==> src/rtl/core/segt_pkg.sv <==
package segt_pkg;

    localparam int MAX_LEAVES = 1024;
    localparam int LEAF_W     = $clog2(MAX_LEAVES);
    localparam int NODES      = 2 * MAX_LEAVES;
    localparam int NODE_AW    = $clog2(NODES);
    localparam int QRY_W      = NODE_AW + 1;
    localparam int SIZE_W     = LEAF_W + 1;
    localparam int VAL_W      = 32;
    localparam int OP_W       = 2;
    localparam int ACT_W      = 2;
    localparam int CFG_IDX_W  = 1;
    localparam int CFG_DATA_W = SIZE_W;

    localparam logic [OP_W-1:0] OP_MIN = 2'd0;
    localparam logic [OP_W-1:0] OP_MAX = 2'd1;
    localparam logic [OP_W-1:0] OP_SUM = 2'd2;

    localparam logic [ACT_W-1:0] ACT_SET   = 2'd0;
    localparam logic [ACT_W-1:0] ACT_MERGE = 2'd1;
    localparam logic [ACT_W-1:0] ACT_QUERY = 2'd2;

    localparam logic [CFG_IDX_W-1:0] REG_MERGE_OP    = 1'd0;
    localparam logic [CFG_IDX_W-1:0] REG_SIZE_IN_USE = 1'd1;

    typedef struct packed {
        logic [ACT_W-1:0]         action;
        logic [LEAF_W-1:0]        index;
        logic signed [VAL_W-1:0]  value;
        logic [LEAF_W-1:0]        range_low;
        logic [LEAF_W-1:0]        range_high;
    } t_in;

    typedef struct packed {
        logic signed [VAL_W-1:0]  result_value;
        logic                     error;
    } t_out;

    typedef enum logic [3:0] {
        S_CLEAR,
        S_IDLE,
        S_DECODE,
        S_LREAD,
        S_LEAF,
        S_UP,
        S_QUERY,
        S_QDRAIN,
        S_DONE
    } t_state;

    typedef struct packed {
        logic load;
        logic clr_init;
        logic clr_step;
        logic fin_err;
        logic fin_empty;
        logic leaf_rd;
        logic leaf_wr;
        logic up;
        logic q_init;
        logic q_step;
        logic q_fin;
    } t_dp_cmd;

    typedef struct packed {
        logic clr_last;
        logic bad;
        logic is_merge;
        logic is_query;
        logic q_empty;
        logic at_root;
        logic q_more;
    } t_dp_stat;

    function automatic logic [VAL_W-1:0] f_identity(input logic [OP_W-1:0] op);
        logic [VAL_W-1:0] v;
        case (op)
            OP_MIN:  v = {1'b0, {(VAL_W-1){1'b1}}};
            OP_MAX:  v = {1'b1, {(VAL_W-1){1'b0}}};
            default: v = '0;
        endcase
        return v;
    endfunction

    function automatic logic [VAL_W-1:0] f_combine(input logic [OP_W-1:0] op,
                                                   input logic [VAL_W-1:0] a,
                                                   input logic [VAL_W-1:0] b);
        logic [VAL_W-1:0] v;
        case (op)
            OP_MIN:  v = ($signed(a) <= $signed(b)) ? a : b;
            OP_MAX:  v = ($signed(a) >= $signed(b)) ? a : b;
            default: v = a + b;
        endcase
        return v;
    endfunction

endpackage

==> src/rtl/core/segt_ctrl.sv <==
module segt_ctrl (
    input  logic               i_clk,
    input  logic               i_rst_n,
    input  logic               start,
    output logic               busy,
    input  logic               i_cfg_we,
    input  segt_pkg::t_dp_stat i_stat,
    output segt_pkg::t_dp_cmd  o_cmd,
    output logic               o_strobe
);

    import segt_pkg::*;

    t_state r_state;
    t_state n_state;

    always_ff @(posedge i_clk) begin
        if (!i_rst_n) begin
            r_state <= S_CLEAR;
        end else begin
            r_state <= n_state;
        end
    end

    // next state
    always_comb begin
        n_state = r_state;
        unique case (r_state)
            S_CLEAR: begin
                if (i_stat.clr_last) n_state = S_IDLE;
            end
            S_IDLE: begin
                if (start) n_state = S_DECODE;
            end
            S_DECODE: begin
                if (i_stat.bad) begin
                    n_state = S_DONE;
                end else if (i_stat.is_query) begin
                    n_state = i_stat.q_empty ? S_DONE : S_QUERY;
                end else begin
                    n_state = i_stat.is_merge ? S_LREAD : S_LEAF;
                end
            end
            S_LREAD:  n_state = S_LEAF;
            S_LEAF:   n_state = S_UP;
            S_UP: begin
                if (i_stat.at_root) n_state = S_DONE;
            end
            S_QUERY: begin
                if (!i_stat.q_more) n_state = S_QDRAIN;
            end
            S_QDRAIN: n_state = S_DONE;
            S_DONE:   n_state = S_IDLE;
            default:  n_state = S_CLEAR;
        endcase
        // a register write restarts the clearing pass
        if (i_cfg_we) n_state = S_CLEAR;
    end

    // outputs
    always_comb begin
        o_cmd          = '0;
        o_cmd.clr_init = i_cfg_we;
        o_strobe       = 1'b0;
        busy           = 1'b1;
        unique case (r_state)
            S_CLEAR:  o_cmd.clr_step = !i_cfg_we;
            S_IDLE: begin
                busy       = 1'b0;
                o_cmd.load = start;
            end
            S_DECODE: begin
                if (i_stat.bad) begin
                    o_cmd.fin_err = 1'b1;
                end else if (i_stat.is_query) begin
                    o_cmd.fin_empty = i_stat.q_empty;
                    o_cmd.q_init    = !i_stat.q_empty;
                end
            end
            S_LREAD:  o_cmd.leaf_rd = 1'b1;
            S_LEAF:   o_cmd.leaf_wr = 1'b1;
            S_UP:     o_cmd.up      = 1'b1;
            S_QUERY:  o_cmd.q_step  = i_stat.q_more;
            S_QDRAIN: o_cmd.q_fin   = 1'b1;
            S_DONE:   o_strobe      = 1'b1;
            default:  busy          = 1'b1;
        endcase
    end

    a_accept: assert property (@(posedge i_clk) disable iff (!i_rst_n)
        (r_state == S_IDLE && start && !i_cfg_we) |=> (r_state == S_DECODE))
        else $error("accepted word did not enter decode");

    a_strobe_single: assert property (@(posedge i_clk) disable iff (!i_rst_n)
        o_strobe |=> !o_strobe)
        else $error("result strobe longer than one cycle");

    a_cfg_clears: assert property (@(posedge i_clk) disable iff (!i_rst_n)
        i_cfg_we |=> (r_state == S_CLEAR))
        else $error("register write did not restart clearing");

endmodule

==> config.mk <==
export PLATFORM = sky130hd
export DESIGN_NAME = segt_ctrl
export DESIGN_NICKNAME = d
export VERILOG_FILES = /design/src/rtl/core/segt_pkg.sv /design/src/rtl/core/segt_ctrl.sv
export SDC_FILE = /design/constraint.sdc
export NUM_CORES = 1
export LEC_CHECK = 0
export BUFFER_PORTS_ARGS = -buffer_cell sky130_fd_sc_hd__clkbuf_2
export CORE_AREA = 2 2 39 41
export DETAILED_ROUTE_END_ITERATION = 8
export DIE_AREA = 0 0 41 43
export GPL_TIMING_DRIVEN = 0
export SLEW_MARGIN = 20
export SYNTH_ARGS = -nofsm -noshare
export SYNTH_HDL_FRONTEND = slang
export SYNTH_SLANG_ARGS = --single-unit
==> constraint.sdc <==
create_clock -name i_clk -period 4 [get_ports i_clk]
set_input_delay 0.8 -clock i_clk [delete_from_list [all_inputs] [get_ports i_clk]]
set_output_delay 0.8 -clock i_clk [all_outputs]
set_load 0.02 [all_outputs]
==> After elaboration in Yosys (flattened, before gate mapping) <==
Cells that the tools add are included.
{ "totals": {"reg_bits": 4, "input_bits": 11, "elab_cells": 44} }
{ "op_classes": {"eq_ne": 12, "mux": 25, "bitwise": 1, "reduce_logical": 5} }
{ "ops": {"columns": ["cell", "count"], "rows": [
  ["case mux 4 bit (9 select lines)", 1],
  ["2-to-1 mux 4 bit", 7],
  ["== test 4 x 3 -> 1 bit (second input constant)", 4],
  ["2-to-1 mux 1 bit", 15],
  ["== test 4 x 2 -> 1 bit (second input constant)", 2],
  ["inequality test 2 bit (second input constant)", 4],
  ["== test 4 x 1 -> 1 bit (second input constant)", 1],
  ["== test 4 bit (second input constant)", 1],
  ["zero test 4 bit", 1],
  ["AND reduction 4 bit", 1],
  ["2-to-1 mux 3 bit", 1],
  ["zero test 1 bit", 2],
  ["2-to-1 mux 2 bit", 1],
  ["OR reduction 2 bit", 1],
  ["NOT 1 bit", 1]
]} }

==> Logic depth before layout (Yosys ltp) <==
{ "logic_depth": {"ltp_word": 4, "depth_mapped": 6} }

==> Worst setup path before layout <==
OpenSTA, ideal clock, no wires.
{ "synth_path": {"path_type": "input -> output", "start": "input i_stat[5] (netlist name)", "end": "output o_cmd[2] (netlist name)", "arrival_ns": 1.831, "path_slack_ns": 1.369, "stages": 2, "n_path_buf": 0, "path_cell_list": "or4_4 nor3b_1"} }
{ "synth_rtl": {"columns": ["item", "line", "rtl"], "rows": [
  ["start, declared", "segt_ctrl.sv:7", "input segt_pkg::t_dp_stat i_stat,"],
  ["end, declared", "segt_ctrl.sv:8", "output segt_pkg::t_dp_cmd o_cmd,"]
]} }

==> results_dict.tcl <==
set metrics [dict create \
    r2r_end "r_state[0]" \
    dieWidth_um 41 \
    grt_first_pass_wirelength_um 1860 \
    largest_reg_flops 4 \
    drive_gt1_share_pct 33.7 \
    track_usage_pct 15.2 \
    reg_top3 "r_state: 4 flops" \
    vdd.ir_drop.worst_v 0.000190 \
    largest_register "r_state" \
    cts_tree "done" \
    area_delta_synth_final_pct 35.9 \
    status "complete, no violations" \
    power_uw 124 \
    finalSetupViolCount 0 \
    r2r_cells 5 \
    syn-cell-area_um2 439 \
    gp_congestion 0.837 \
    power_density_mw_per_mm2 207 \
    instances_no_fill 105 \
    clock_latency_ns 0.24 \
    drc 0 \
    dieArea_mm2 0.00176 \
    core_mm2 0.00138 \
    antenna_found_initial 0 \
    required_ns 3.20 \
    wl_um 1200 \
    ys_warn_count 0 \
    post_cts_buffers 0 \
    crit_slowest_cell "or4_4" \
    grt_remaining_overflow 0 \
    fin_nets 102 \
    grt.met1_usage_pct 20.3 \
    grt_max_degree 11 \
    max-slew-margin-rel_pct 72.8 \
    crit_arrival_ns 1.78 \
    met2_usage_pct 21.9 \
    crit_family "simple AND/OR/NAND/NOR gates" \
    syn_inst 63 \
    synth_fp_nets 74 \
    clock.fmax_mhz 388 \
    initial_core_util_pct 31.7 \
    min_from "r_state[1]" \
    drv_cap 0 \
    path_buf_inv 2 \
    wl_per_cell_um 11.5 \
    path_cells "clkbuf_2 > or4_4 > nor3b_1 > clkbuf_2" \
    cts_resized 0 \
    io-pin-count 24 \
    r2r_setup_slack_ns 2.44 \
    cts_buffers 3 \
    clock-root-buffer "clkbuf_4" \
    reg2reg_from "r_state[2]" \
    port_buffers 23 \
    cts.clk_slew.worst_paths_ns 0.04 \
    dpl.hpwl_um 905 \
    die_h_um 43 \
    drt-initial-drc-count 12 \
    end_kind "output pin" \
    worst_pin_slew_ns 0.408 \
    cpPeakStageDelay_ns 0.50 \
    path_class "input pin to output pin" \
    crit_path_frequent_cell "clkbuf_2" \
    synth_seq_cells 4 \
    use_met3_pct 6.28 \
    rows 14 \
    holdPathStages 4 \
    clockBufferDepth 2 \
    cp_max_fo 4 \
    dr.pass1.iters 4 \
    cts_hold_buf 0 \
    rsz0062_at_grt "no" \
    clkSinkCount 4 \
    period_share_pct 64.5 \
    diodes 0 \
    vias 566 \
    period_minus_slack_ns 2.58 \
    busiest_layer "met2" \
    hold_ws_ns 0.738 \
    setup_tns_ns 0 \
    p_leak_uw 0.000295 \
    hold_path_class "register to register" \
    fin_skew_ns 0.00624 \
    drtAntennaViolNets 0 \
    yosysSeqAreaShare_pct 18.2 \
    via_per_inst 5.39 \
    dp.cells 102 \
    drv_slew 0 \
    finalHoldViolations 0 \
    critPathLaunchType "input pin" \
    grt_pass1_vias 452 \
    htree_levels 1 \
    min_to "r_state[3]" \
    synth_cell_types 31 \
    syn_avg_cell_area_um2 6.97 \
]
placed cells by master (no fill, tap or decap), drive strengths merged, types with 2 or more instances in the layout:
master and n:
inv 2, a211oi 2, buf 2, or4 2
nor2 9, nand3 4, nand2b 5, a21oi 5
dfxtp 4, clkbuf 30, nor4b 2, and3 2
nand2 4, nor3 2
routing by layer:
layer / part of all wire, % / vias up
met4: 0.67 / 0
met5: 0 / -
met3: 11 / 2
met1: 46 / 246
li1: - / 285
met2: 43 / 33
Yosys cell counts:
library cell  n  share of area, %
a211oi_1      2               3.4
a21o_1        1               1.7
a21oi_1       5               5.7
a22o_1        1               2.0
a32oi_1       1               2.0
and3_1        2               2.8
and3b_1       1               2.0
buf_4         1               1.7
buf_6         1               2.6
clkbuf_1      4               3.4
dfxtp_1       4                18
inv_1         2               1.7
mux2i_1       1               2.3
nand2_1       4               3.4
nand2b_1      4               5.7
nand2b_4      1               3.1
nand3_1       4               4.6
nand3b_1      1               1.7
nand4_1       1               1.4
nor2_1        9               7.7
nor2b_1       1               1.4
nor3_1        2               2.3
nor3b_1       1               1.7
nor4b_1       2               4.0
o211a_1       1               2.3
o21ai_0       1               1.1
o22a_1        1               2.0
o31ai_1       1               1.7
o32ai_1       1               2.0
or4_1         1               1.7
or4_4         1               2.6
how the worst max path moves through the flow:
stage | cells past startpoint | to | slack (ns) | start
after floorplan | 2 | o_cmd[2] | 1.37 | i_stat[5]
after global placement | 4 | o_cmd[2] | 1.42 | i_stat[5]
after detailed placement | 4 | o_cmd[2] | 1.42 | i_stat[5]
after CTS | 4 | o_cmd[2] | 1.42 | i_stat[5]
after global routing | 4 | o_cmd[2] | 1.38 | i_stat[5]
final | 4 | o_cmd[2] | 1.42 | i_stat[5]
per-stage QoR:
stage | setup WS (ns) | utilization, % | area [µm²]
3_3_place_gp | 1.42 | 41.5 | 574
3_5_place_dp | 1.42 | 41.5 | 574
2_1_floorplan | 1.37 | - | 439
5_1_grt | 1.38 | 43.1 | 597
4_1_cts | 1.42 | 43.1 | 597
6_report | 1.42 | 43.1 | 597
power by group:
group          switching [µW]  internal (µW)
combinational            17.1           12.8
sequential               1.38           40.9
clock                    17.8           33.6
total                    36.3           87.4
final cells by class:
class | instances | area (µm²)
multi-input cells | 51 | 318
well taps | 16 | 20.0
inverters | 2 | 7.51
fillers | 160 | 787
clock buffers | 3 | 22.5
repair buffers | 23 | 115
plain buffers | 6 | 33.8
flip-flops and latches | 4 | 80.1
logic make-up (layout without fill, tap and decap cells):
group | Yosys count | in the layout | share of synthesized area, %
multiplexers | 1 | 1 | 2.28
AO/OA/AOI/OAI | 15 | 15 | 23.9
buffers and inverters | 8 | 34 | 9.40
flip-flops | 4 | 4 | 18.2
AND/OR/NAND/NOR | 35 | 35 | 46.2
worst reg2reg max path: cells and delay by family, from the launching register on:
family / cells / cell delay (ns)
flops: 1 / 0.30
compound gates: 2 / 0.44
simple gates: 2 / 0.60
buf+inv: 1 / 0.12
(Power assumes the default switching activity.)
